### src/hdl/sbda_pkg.sv
// Shared constants and control/status structs for the signed binary to
// decimal ASCII converter. No dependencies.
`default_nettype none

package sbda_pkg;

  // Width of the signed input value
  localparam int VALUE_BITS = 32;

  // Decimal digits needed for the largest magnitude, 2**(VALUE_BITS-1).
  // 1233/4096 approximates log10(2) closely enough for 8 to 64 bits.
  localparam int DEC_DIGITS = (((VALUE_BITS - 1) * 1233) >> 12) + 1;
  localparam int BCD_BITS   = 4 * DEC_DIGITS;

  localparam int BIT_CNT_W = $clog2(VALUE_BITS + 1);
  localparam int DIG_CNT_W = $clog2(DEC_DIGITS + 1);

  localparam logic [7:0] ASCII_ZERO  = 8'h30;
  localparam logic [7:0] ASCII_MINUS = 8'h2D;

  // Controller to datapath
  typedef struct packed {
    logic load;        // capture magnitude and sign, clear BCD
    logic conv_step;   // one shift-and-add-3 step
    logic digit_shift; // drop the top digit
    logic sel_sign;    // output character is the minus sign
  } sbda_cmd_t;

  // Datapath to controller
  typedef struct packed {
    logic bit_last;    // final conversion step
    logic top_zero;    // top BCD digit is zero
    logic digit_one;   // one digit left
    logic negative;    // captured value was negative
  } sbda_sts_t;

endpackage

`default_nettype wire

### src/hdl/sbda_datapath.sv
// Datapath: magnitude register, shift-and-add-3 BCD converter, digit
// and bit counters, and character selection. Depends on sbda_pkg.
`default_nettype none

module sbda_datapath (
  input  wire                              clk,
  input  wire                              rst_n,
  input  wire logic signed [sbda_pkg::VALUE_BITS-1:0] in_value,
  input  wire sbda_pkg::sbda_cmd_t         cmd,
  output sbda_pkg::sbda_sts_t              sts,
  output logic [7:0]                       out_character
);
  import sbda_pkg::*;

  logic [VALUE_BITS-1:0] mag_r, mag_nxt;
  logic [BCD_BITS-1:0]   bcd_r, bcd_nxt;
  logic [BCD_BITS-1:0]   bcd_adj;
  logic [BIT_CNT_W-1:0]  bit_cnt_r, bit_cnt_nxt;
  logic [DIG_CNT_W-1:0]  dig_cnt_r, dig_cnt_nxt;
  logic                  neg_r, neg_nxt;
  logic [3:0]            top_digit;

  assign top_digit = bcd_r[BCD_BITS-1 -: 4];

  // Add 3 to every digit of 5 or more ahead of the shift
  always_comb begin
    for (int d = 0; d < DEC_DIGITS; d++) begin
      if (bcd_r[4*d +: 4] >= 4'd5) begin
        bcd_adj[4*d +: 4] = bcd_r[4*d +: 4] + 4'd3;
      end else begin
        bcd_adj[4*d +: 4] = bcd_r[4*d +: 4];
      end
    end
  end

  always_comb begin
    mag_nxt     = mag_r;
    bcd_nxt     = bcd_r;
    bit_cnt_nxt = bit_cnt_r;
    dig_cnt_nxt = dig_cnt_r;
    neg_nxt     = neg_r;
    if (cmd.load) begin
      neg_nxt     = in_value[VALUE_BITS-1];
      // Most negative value negates to itself, which is its true magnitude
      mag_nxt     = in_value[VALUE_BITS-1] ? (~in_value + 1'b1) : in_value;
      bcd_nxt     = '0;
      bit_cnt_nxt = BIT_CNT_W'(VALUE_BITS);
      dig_cnt_nxt = DIG_CNT_W'(DEC_DIGITS);
    end else if (cmd.conv_step) begin
      bcd_nxt     = {bcd_adj[BCD_BITS-2:0], mag_r[VALUE_BITS-1]};
      mag_nxt     = {mag_r[VALUE_BITS-2:0], 1'b0};
      bit_cnt_nxt = bit_cnt_r - 1'b1;
    end else if (cmd.digit_shift) begin
      bcd_nxt     = {bcd_r[BCD_BITS-5:0], 4'd0};
      dig_cnt_nxt = dig_cnt_r - 1'b1;
    end
  end

  always_ff @(posedge clk) begin
    if (!rst_n) begin
      bit_cnt_r <= '0;
      dig_cnt_r <= '0;
    end else begin
      bit_cnt_r <= bit_cnt_nxt;
      dig_cnt_r <= dig_cnt_nxt;
    end
  end

  always_ff @(posedge clk) begin
    mag_r <= mag_nxt;
    bcd_r <= bcd_nxt;
    neg_r <= neg_nxt;
  end

  assign sts.bit_last  = (bit_cnt_r == BIT_CNT_W'(1));
  assign sts.top_zero  = (top_digit == 4'd0);
  assign sts.digit_one = (dig_cnt_r == DIG_CNT_W'(1));
  assign sts.negative  = neg_r;

  assign out_character = cmd.sel_sign ? ASCII_MINUS : (ASCII_ZERO + {4'd0, top_digit});

endmodule

`default_nettype wire

### src/hdl/sbda_ctrl.sv
// Controller: one-hot state machine that sequences capture, conversion,
// leading-zero skip, sign and digit beats. Depends on sbda_pkg.
`default_nettype none

module sbda_ctrl (
  input  wire                 clk,
  input  wire                 rst_n,
  input  wire                 in_valid,
  output logic                in_stall,
  output logic                out_valid,
  output logic                out_last,
  input  wire                 out_stall,
  input  wire sbda_pkg::sbda_sts_t sts,
  output sbda_pkg::sbda_cmd_t cmd
);
  import sbda_pkg::*;

  typedef enum logic [4:0] {
    S_IDLE = 5'b00001,
    S_CONV = 5'b00010,
    S_SKIP = 5'b00100,
    S_SIGN = 5'b01000,
    S_EMIT = 5'b10000
  } state_t;

  state_t state_r, state_nxt;

  always_comb begin
    state_nxt = state_r;
    case (state_r)
      S_IDLE: begin
        if (in_valid) state_nxt = S_CONV;
      end
      S_CONV: begin
        if (sts.bit_last) state_nxt = S_SKIP;
      end
      S_SKIP: begin
        if (!sts.top_zero || sts.digit_one) begin
          state_nxt = sts.negative ? S_SIGN : S_EMIT;
        end
      end
      S_SIGN: begin
        if (!out_stall) state_nxt = S_EMIT;
      end
      S_EMIT: begin
        if (!out_stall && sts.digit_one) state_nxt = S_IDLE;
      end
      default: state_nxt = S_IDLE;
    endcase
  end

  always_ff @(posedge clk) begin
    if (!rst_n) begin
      state_r <= S_IDLE;
    end else begin
      state_r <= state_nxt;
    end
  end

  assign in_stall  = (state_r != S_IDLE);
  assign out_valid = (state_r == S_SIGN) || (state_r == S_EMIT);
  assign out_last  = (state_r == S_EMIT) && sts.digit_one;

  assign cmd.load        = (state_r == S_IDLE) && in_valid;
  assign cmd.conv_step   = (state_r == S_CONV);
  // Drop leading zeros, and advance after each digit beat but the last
  assign cmd.digit_shift = ((state_r == S_SKIP) && sts.top_zero && !sts.digit_one) ||
                           ((state_r == S_EMIT) && !out_stall && !sts.digit_one);
  assign cmd.sel_sign    = (state_r == S_SIGN);

endmodule

`default_nettype wire

### src/hdl/signed_binary_to_decimal_ascii_top.sv
// Signed binary to decimal ASCII converter, top level. One number at a time:
// accept, VALUE_BITS shift-and-add-3 steps, a skip of the leading zero digits,
// then one beat per character (sign, then digits); an output stall holds the
// beat. The BCD shift loop sets the bulk of the time per item. Synchronous
// active-low reset returns to idle.
`default_nettype none

module signed_binary_to_decimal_ascii_top (
  input  wire                                         clk,
  input  wire                                         rst_n,
  input  wire                                         in_valid,
  output logic                                        in_stall,
  input  wire logic signed [sbda_pkg::VALUE_BITS-1:0] in_value,
  output logic                                        out_valid,
  input  wire                                         out_stall,
  output logic [7:0]                                  out_character,
  output logic                                        out_last
);
  import sbda_pkg::*;

  sbda_cmd_t cmd;
  sbda_sts_t sts;

  sbda_ctrl u_ctrl (
    .clk       (clk),
    .rst_n     (rst_n),
    .in_valid  (in_valid),
    .in_stall  (in_stall),
    .out_valid (out_valid),
    .out_last  (out_last),
    .out_stall (out_stall),
    .sts       (sts),
    .cmd       (cmd)
  );

  sbda_datapath u_datapath (
    .clk           (clk),
    .rst_n         (rst_n),
    .in_value      (in_value),
    .cmd           (cmd),
    .sts           (sts),
    .out_character (out_character)
  );

`ifndef SYNTH
  // Never take an input while a result is on offer
  a_no_overlap: assert property (@(posedge clk) disable iff (!rst_n)
    !in_stall |-> !out_valid)
    else $error("input ready while output valid");

  // A fresh item produces no beat in the cycle after capture
  a_accept_busy: assert property (@(posedge clk) disable iff (!rst_n)
    (in_valid && !in_stall) |=> (in_stall && !out_valid))
    else $error("accept not followed by conversion");

  // After the final character is taken the block returns to idle
  a_last_idle: assert property (@(posedge clk) disable iff (!rst_n)
    (out_valid && out_last && !out_stall) |=> (!out_valid && !in_stall))
    else $error("no return to idle after last beat");

  // The sign is never flagged as the last character
  a_sign_not_last: assert property (@(posedge clk) disable iff (!rst_n)
    (out_valid && out_character == ASCII_MINUS) |-> !out_last)
    else $error("minus sign flagged last");
`endif

endmodule

`default_nettype wire
### config.mk
export PLATFORM = sky130hd
export DESIGN_NAME = signed_binary_to_decimal_ascii_top
export DESIGN_NICKNAME = d
export VERILOG_FILES = /design/src/hdl/sbda_pkg.sv /design/src/hdl/sbda_datapath.sv /design/src/hdl/sbda_ctrl.sv /design/src/hdl/signed_binary_to_decimal_ascii_top.sv
export SDC_FILE = /design/constraint.sdc
export NUM_CORES = 1
export LEC_CHECK = 0
export ABC_AREA = 1
export BUFFER_PORTS_ARGS = -buffer_cell sky130_fd_sc_hd__buf_2
export CORE_MARGIN = 8
export CORE_UTILIZATION = 61
export DETAILED_ROUTE_END_ITERATION = 10
export PLACE_DENSITY = 0.81
export SYNTH_ARGS = -nofsm -noshare
export SYNTH_HDL_FRONTEND = slang
export SYNTH_SLANG_ARGS = --single-unit
### constraint.sdc
create_clock -name clk -period 2.9 [get_ports clk]
set_input_delay 0.29 -clock clk [delete_from_list [all_inputs] [get_ports clk]]
set_output_delay 0.29 -clock clk [all_outputs]
set_load 0.02 [all_outputs]
# Word level (Yosys, flattened, before mapping)
# Cells that the tools add are included.
[word_totals]
register_bits = 88
wordCells = 98
in_bits = 36
out_inout_bits = 11
[op_classes]
n_addsub = 14
eq_ne = 14
n_reduce_logical = 21
bitwise_logic = 3
muxes = 28
magnitude_cmp = 10
[op_table]
columns = ["op", "n"]
rows = [
  ["$mux W32", 3],
  ["$mux W40", 2],
  ["$mux W4", 12],
  ["$ge A4 B3 Y1 const B", 10],
  ["$add A4 B2 Y4 const B", 9],
  ["$add A32 B1 Y32 const B", 1],
  ["$not A32 Y32", 1],
  ["$mux W5", 6],
  ["$pmux W5 S5", 1],
  ["$mux W6", 2],
  ["$mux W8", 1],
  ["$ne A2 B1 Y1 const B", 4],
  ["$add A6 B4 Y7 const A", 1],
  ["$logic_and A1 B1 Y1", 7],
  ["$eq A6 B1 Y1 const B", 1],
  ["$reduce_bool A2 Y1", 3],
  ["$sub A6 B1 Y6 const B", 1],
  ["$eq A5 B1 Y1 const B", 1],
  ["$eq A5 B2 Y1 const B", 1],
  ["$eq A5 B3 Y1 const B", 1],
  ["$eq A5 B4 Y1 const B", 1],
  ["$eq A5 B5 Y1 const B", 1],
  ["$ne A5 B1 Y1 const B", 1],
  ["$reduce_and A5 Y1", 1],
  ["11 further kinds", 18],
]

# Logic depth before layout (Yosys ltp)
[depth]
word_depth = 7
depth_mapped = 11
ltp_nobuf = 10

# Hierarchy
# Synthesis repeated with hierarchy kept, for this count alone.
[hier_totals]
cells_unflattened = 806
area_unflattened_um2 = 5688.0
[modules_own_cells]
columns = ["mod", "instances", "area_each_um2", "cells_per_inst", "seq_area_each_um2"]
rows = [
  ["sbda_datapath", 1, 5278.8, 734, 1991.9],
  ["sbda_ctrl", 1, 409.1, 72, 100.1],
]

# Least setup slack after synthesis
# Ideal clock, no wire load.
[synth_path]
path_type = "flip-flop to flip-flop"
startpoint = "register u_ctrl.state_r[0]"
endpoint = "register u_datapath.mag_r[0] (enable)"
arrival_time_ps = 1855
required_time_ps = 2511
stages_incl_launch_ff = 8
setup_ps = 389
n_path_buf = 1
path_slack_ps = 655
period_less_slack_ps = 2245
path_cell_list = "dfxtp_1 inv_1 nor2_1 nand3_2 nor2_4 inv_2 clkbuf_1 nand2_1"
[synth_between]
elab_chain_cells = 3
elab_cells_between_ends = 4
cone_classes = "2 x eq/ne; 2 x reduce/logical"
[synth_lines]
columns = ["element", "line", "source"]
rows = [
  ["start, declared", "sbda_ctrl.sv:26", "state_t state_r, state_nxt;"],
  ["start signal, assigned", "sbda_ctrl.sv:56", "state_r <= state_nxt;"],
  ["$eq A5 B1 Y1", "sbda_ctrl.sv:64", "assign cmd.load = (state_r == S_IDLE) && in_valid;"],
  ["$logic_and A1 B1 Y1", "sbda_ctrl.sv:64", ""],
  ["$reduce_bool A2 Y1 (no source line) *", "n/a", ""],
  ["end signal, assigned", "sbda_datapath.sv:70", "mag_r <= mag_nxt;"],
  ["end, declared", "sbda_datapath.sv:15", "logic [VALUE_BITS-1:0] mag_r, mag_nxt;"],
]
# Every way passes the cells marked *; elsewhere a longest branch is shown, timed or not.
# A chain may end at the register's enable or synchronous reset.

# Worst setup path in the final report
[layout_path]
startpoint = "register u_ctrl.state_r[2]"
endpoint = "register u_datapath.mag_r[31], data pin"
[layout_between]
elab_chain_cells = 3
[layout_lines]
columns = ["element", "line", "source"]
rows = [
  ["$eq A5 B1 Y1", "sbda_ctrl.sv:64", ""],
  ["$logic_and A1 B1 Y1", "sbda_ctrl.sv:64", ""],
  ["$mux W32", "sbda_datapath.sv:42", "if (cmd.load) begin"],
  ["via u_datapath.mag_nxt[31]", "sbda_datapath.sv:15", ""],
]
# The timed path passes the listed nets, and every way through them passes these cells.

==> metrics.yaml <==
status: "complete, no violations"
core_area_mm2: 0.00928
crit_required_ps: 3080
post-place-ws_ps: 982
regToRegSetupSlack_ps: 920
grt_overflow_total: 0
synth_area_per_cell_um2: 6.85
crit_chain: "nor2_4 -> nand3_2 -> nor2_4 -> buf_4 -> nand3_1 -> o31ai_1"
r2r_start: "u_ctrl.state_r[2]$_SDFFE_PN0P_"
critPathMostFrequentCell: "nor2_4"
seq_power_share: 0.449
grtUsageTotal: 0.208
synth.area.mux_share: 0
min_to: "u_ctrl.state_r[2]$_SDFFE_PN0P_"
crit_family: "simple AND/OR/NAND/NOR gates"
dr.pass1.iters: 5
cts.path.max_buffers: 2
synth-xor-area-share: 0.0285
fin_crit_sh: 0.684
final-max-slew-violation-count: 0
critPathBufInv: 1
finalPower_uw: 4100
dpl.hpwl_um: 9410
drc_errors: 0
globalplace.congestion: 0.929
rsz0062_at_grt: "false"
ys_seq_area_frac: 0.358
netlist_area_mm2: 0.00584
synth-edff-count: 33
powerDensity_mw_per_mm2: 655
ys_ff_latch: 88
port_buffers: 43
combPwrFrac: 0.326
clk_pin_slew_ps: 90
switchingPower_uw: 1510
cts_root_buf: "clkbuf_8"
cts_buffers: 9
dieArea_mm2: 0.0130
antenna_found_initial: 0
wl_um: 13300
syn-instance-count: 853
critPathMaxStageDelay_ps: 540
hold_buffers: 0
antenna_left: 0
skew_ps: 15.2
crit_start: "u_ctrl.state_r[2]$_SDFFE_PN0P_"
wire_per_inst_um: 13.1
num-fill-cells: 852
min_from: "rst_n"
intPower_uw: 2590
grt_pass1_vias: 5415
hold_class: "in2reg"
cts_tree: "built"
clockPowerShare: 0.226
vdd_drop_max_mv: 0.442
setup_tns_ps: 0
rows: 35
die_w_um: 114
diodes: 0
slew_headroom: 0.569
vias: 5546
cp-start-kind: "register"
maxCapViolations: 0
r2r_end: "u_datapath.mag_r[31]$_DFFE_PP_"
grt_pass1_wl_um: 22600
finalCriticalPeriod_ps: 1980
hold_depth: 3
leakage_uw: 0.00253
h-tree-depth: 3
critPathKind: "reg2reg"
grt_max_degree: 59
die_h_um: 114
vias_per_cell: 5.47
netSwitchingFraction: 0.368
crit_path_max_fanout: 58
critical_path.endpoint_type: "register"
setup_viol: 0
yosys_warnings: 0
rr_worst_depth: 6
synth_compound_area_frac: 0.144
worst_pin_slew_ps: 647
insertion_delay_ps: 360
start_util: 0.629
ctsResizeCount: 0
synth_top_family_by_area: "simple AND/OR/NAND/NOR gates"
cts_setup_buffers: 0
setup_slack_ps: 917
first_iter_violations: 416
arrival_ps: 2170
ys_types: 39
final_hold_viol_count: 0
final_nets: 943
synthFlopType: "dfxtp_1"
worst_path_max_delay_cell: "buf_4"
clock-sinks: 88
areaGrowthSynthToFinish_pct: 7.00
layout-drive-gt1-share: 0.0994
post_synth_and_or_nand_nor_area_fraction: 0.322
async_reset_ff_frac: 0
io_pins: 47
synth_adder_area_share: 0.0557
max_freq_mhz: 504
[layout make-up]
cell class              count  area (µm²)  share of cell area
multi-input cells         653        3230               0.516
inverters                  82         310              0.0496
clock inverters             2        35.0             0.00560
repair buffers             47         245              0.0392
clock buffers              13         181              0.0290
well taps                 129         161              0.0258
flip-flops and latches     88        2090               0.335
[stage by stage]
| step | cells | utilization | instance area [µm²] | hold slack (ps) |
|---|---|---|---|---|
| after CTS | 1014 | 0.673 | 6250 | 179 |
| after global placement | 999 | 0.650 | 6040 | 450 |
| after detailed placement | 999 | 0.650 | 6040 | 463 |
| final | 1014 | 0.673 | 6250 | 196 |
| after floorplan | 854 | - | 5850 | 375 |
| after global routing | 1014 | 0.673 | 6250 | 192 |
[cell usage in the layout, fill, tap and decap left out, types with 3 or more instances in the layout]
master	count
nand2_1	250
nor2_1	98
a21oi_1	82
inv_1	78
o21ai_0	58
nand3_1	56
dfxtp_1	55
buf_2	43
edfxtp_1	33
ha_1	26
xor2_1	14
nand4_1	13
clkbuf_8	11
o21ai_1	6
xnor2_1	5
o22ai_1	5
nand2_2	4
nor3_1	4
nor2_4	4
o211ai_1	4
buf_4	4
nor2_2	3
and2_1	3
inv_2	3
conb_1	3
[cells in the mapped netlist, types with 3 or more instances]
cell / number / area share
a21oi_1: 82 / 0.070
and2_1: 3 / 0.0032
buf_2: 9 / 0.0077
buf_4: 4 / 0.0051
buf_6: 10 / 0.019
clkbuf_1: 7 / 0.0045
dfxtp_1: 55 / 0.19
edfxtp_1: 33 / 0.17
ha_1: 26 / 0.056
inv_1: 78 / 0.050
inv_2: 3 / 0.0019
nand2_1: 250 / 0.16
nand2_2: 4 / 0.0043
nand3_1: 56 / 0.048
nand4_1: 13 / 0.014
nor2_1: 98 / 0.063
nor2_2: 3 / 0.0032
nor2_4: 4 / 0.0077
nor3_1: 4 / 0.0034
o211ai_1: 4 / 0.0051
o21ai_0: 58 / 0.050
o21ai_1: 6 / 0.0051
o22ai_1: 5 / 0.0054
xnor2_1: 5 / 0.0075
xor2_1: 14 / 0.021
[per-layer routing]
metal  GRT usage  wire length, µm  vias up
met1       0.241             5970     2554
met3      0.0359              674       12
met4      0.0799              155        0
li1            -                -     2824
met2       0.374             6510      156
met5           0                0        -
[flip-flops by register name (all words and copies together) (netlist names)]
name,cells
u_datapath.mag_r,32
u_datapath.dig_cnt_r,4
u_ctrl.state_r,5
u_datapath.bcd_r,40
u_datapath.neg_r,1
u_datapath.bit_cnt_r,6
[power groups by stage]
stage | Combinational, µW | Clock (µW) | Sequential, µW
detailed placement | 1320 | 0 | 1870
CTS | 1320 | 949 | 1840
global route | 1490 | 995 | 1870
finish | 1330 | 925 | 1840
global placement | 1280 | 0 | 1850
floorplan | 1060 | 0 | 1830
[worst register-to-register path, stage by stage, from the launching register on]
cell     delay [ps]
dfxtp_1         370
nor2_4          190
nand3_2         140
nor2_4          120
buf_4           540
nand3_1         200
o31ai_1         250
[kinds of logic after synthesis]
family / count (synthesis)
flops: 88
simple gates: 444
buf+inv: 113
fa+ha+maj: 26
compound gates: 161
xor+xnor: 19
other cells: 2
[worst max-delay path by stage]
stage | end | slack, ps | depth (start not counted)
after global placement | u_datapath.mag_r[20]$_DFFE_PP_ | 1050 | 8
final | u_datapath.mag_r[31]$_DFFE_PP_ | 920 | 6
after floorplan | u_datapath.mag_r[0]$_SDFFCE_PN0P_ | 660 | 7
after detailed placement | u_datapath.mag_r[31]$_DFFE_PP_ | 980 | 7
after global routing | u_datapath.bcd_r[0]$_SDFFE_PP0P_ | 780 | 9
after CTS | u_datapath.bit_cnt_r[5]$_SDFFE_PN0P_ | 950 | 9
Note: power is estimated with default switching activity, not from simulation.
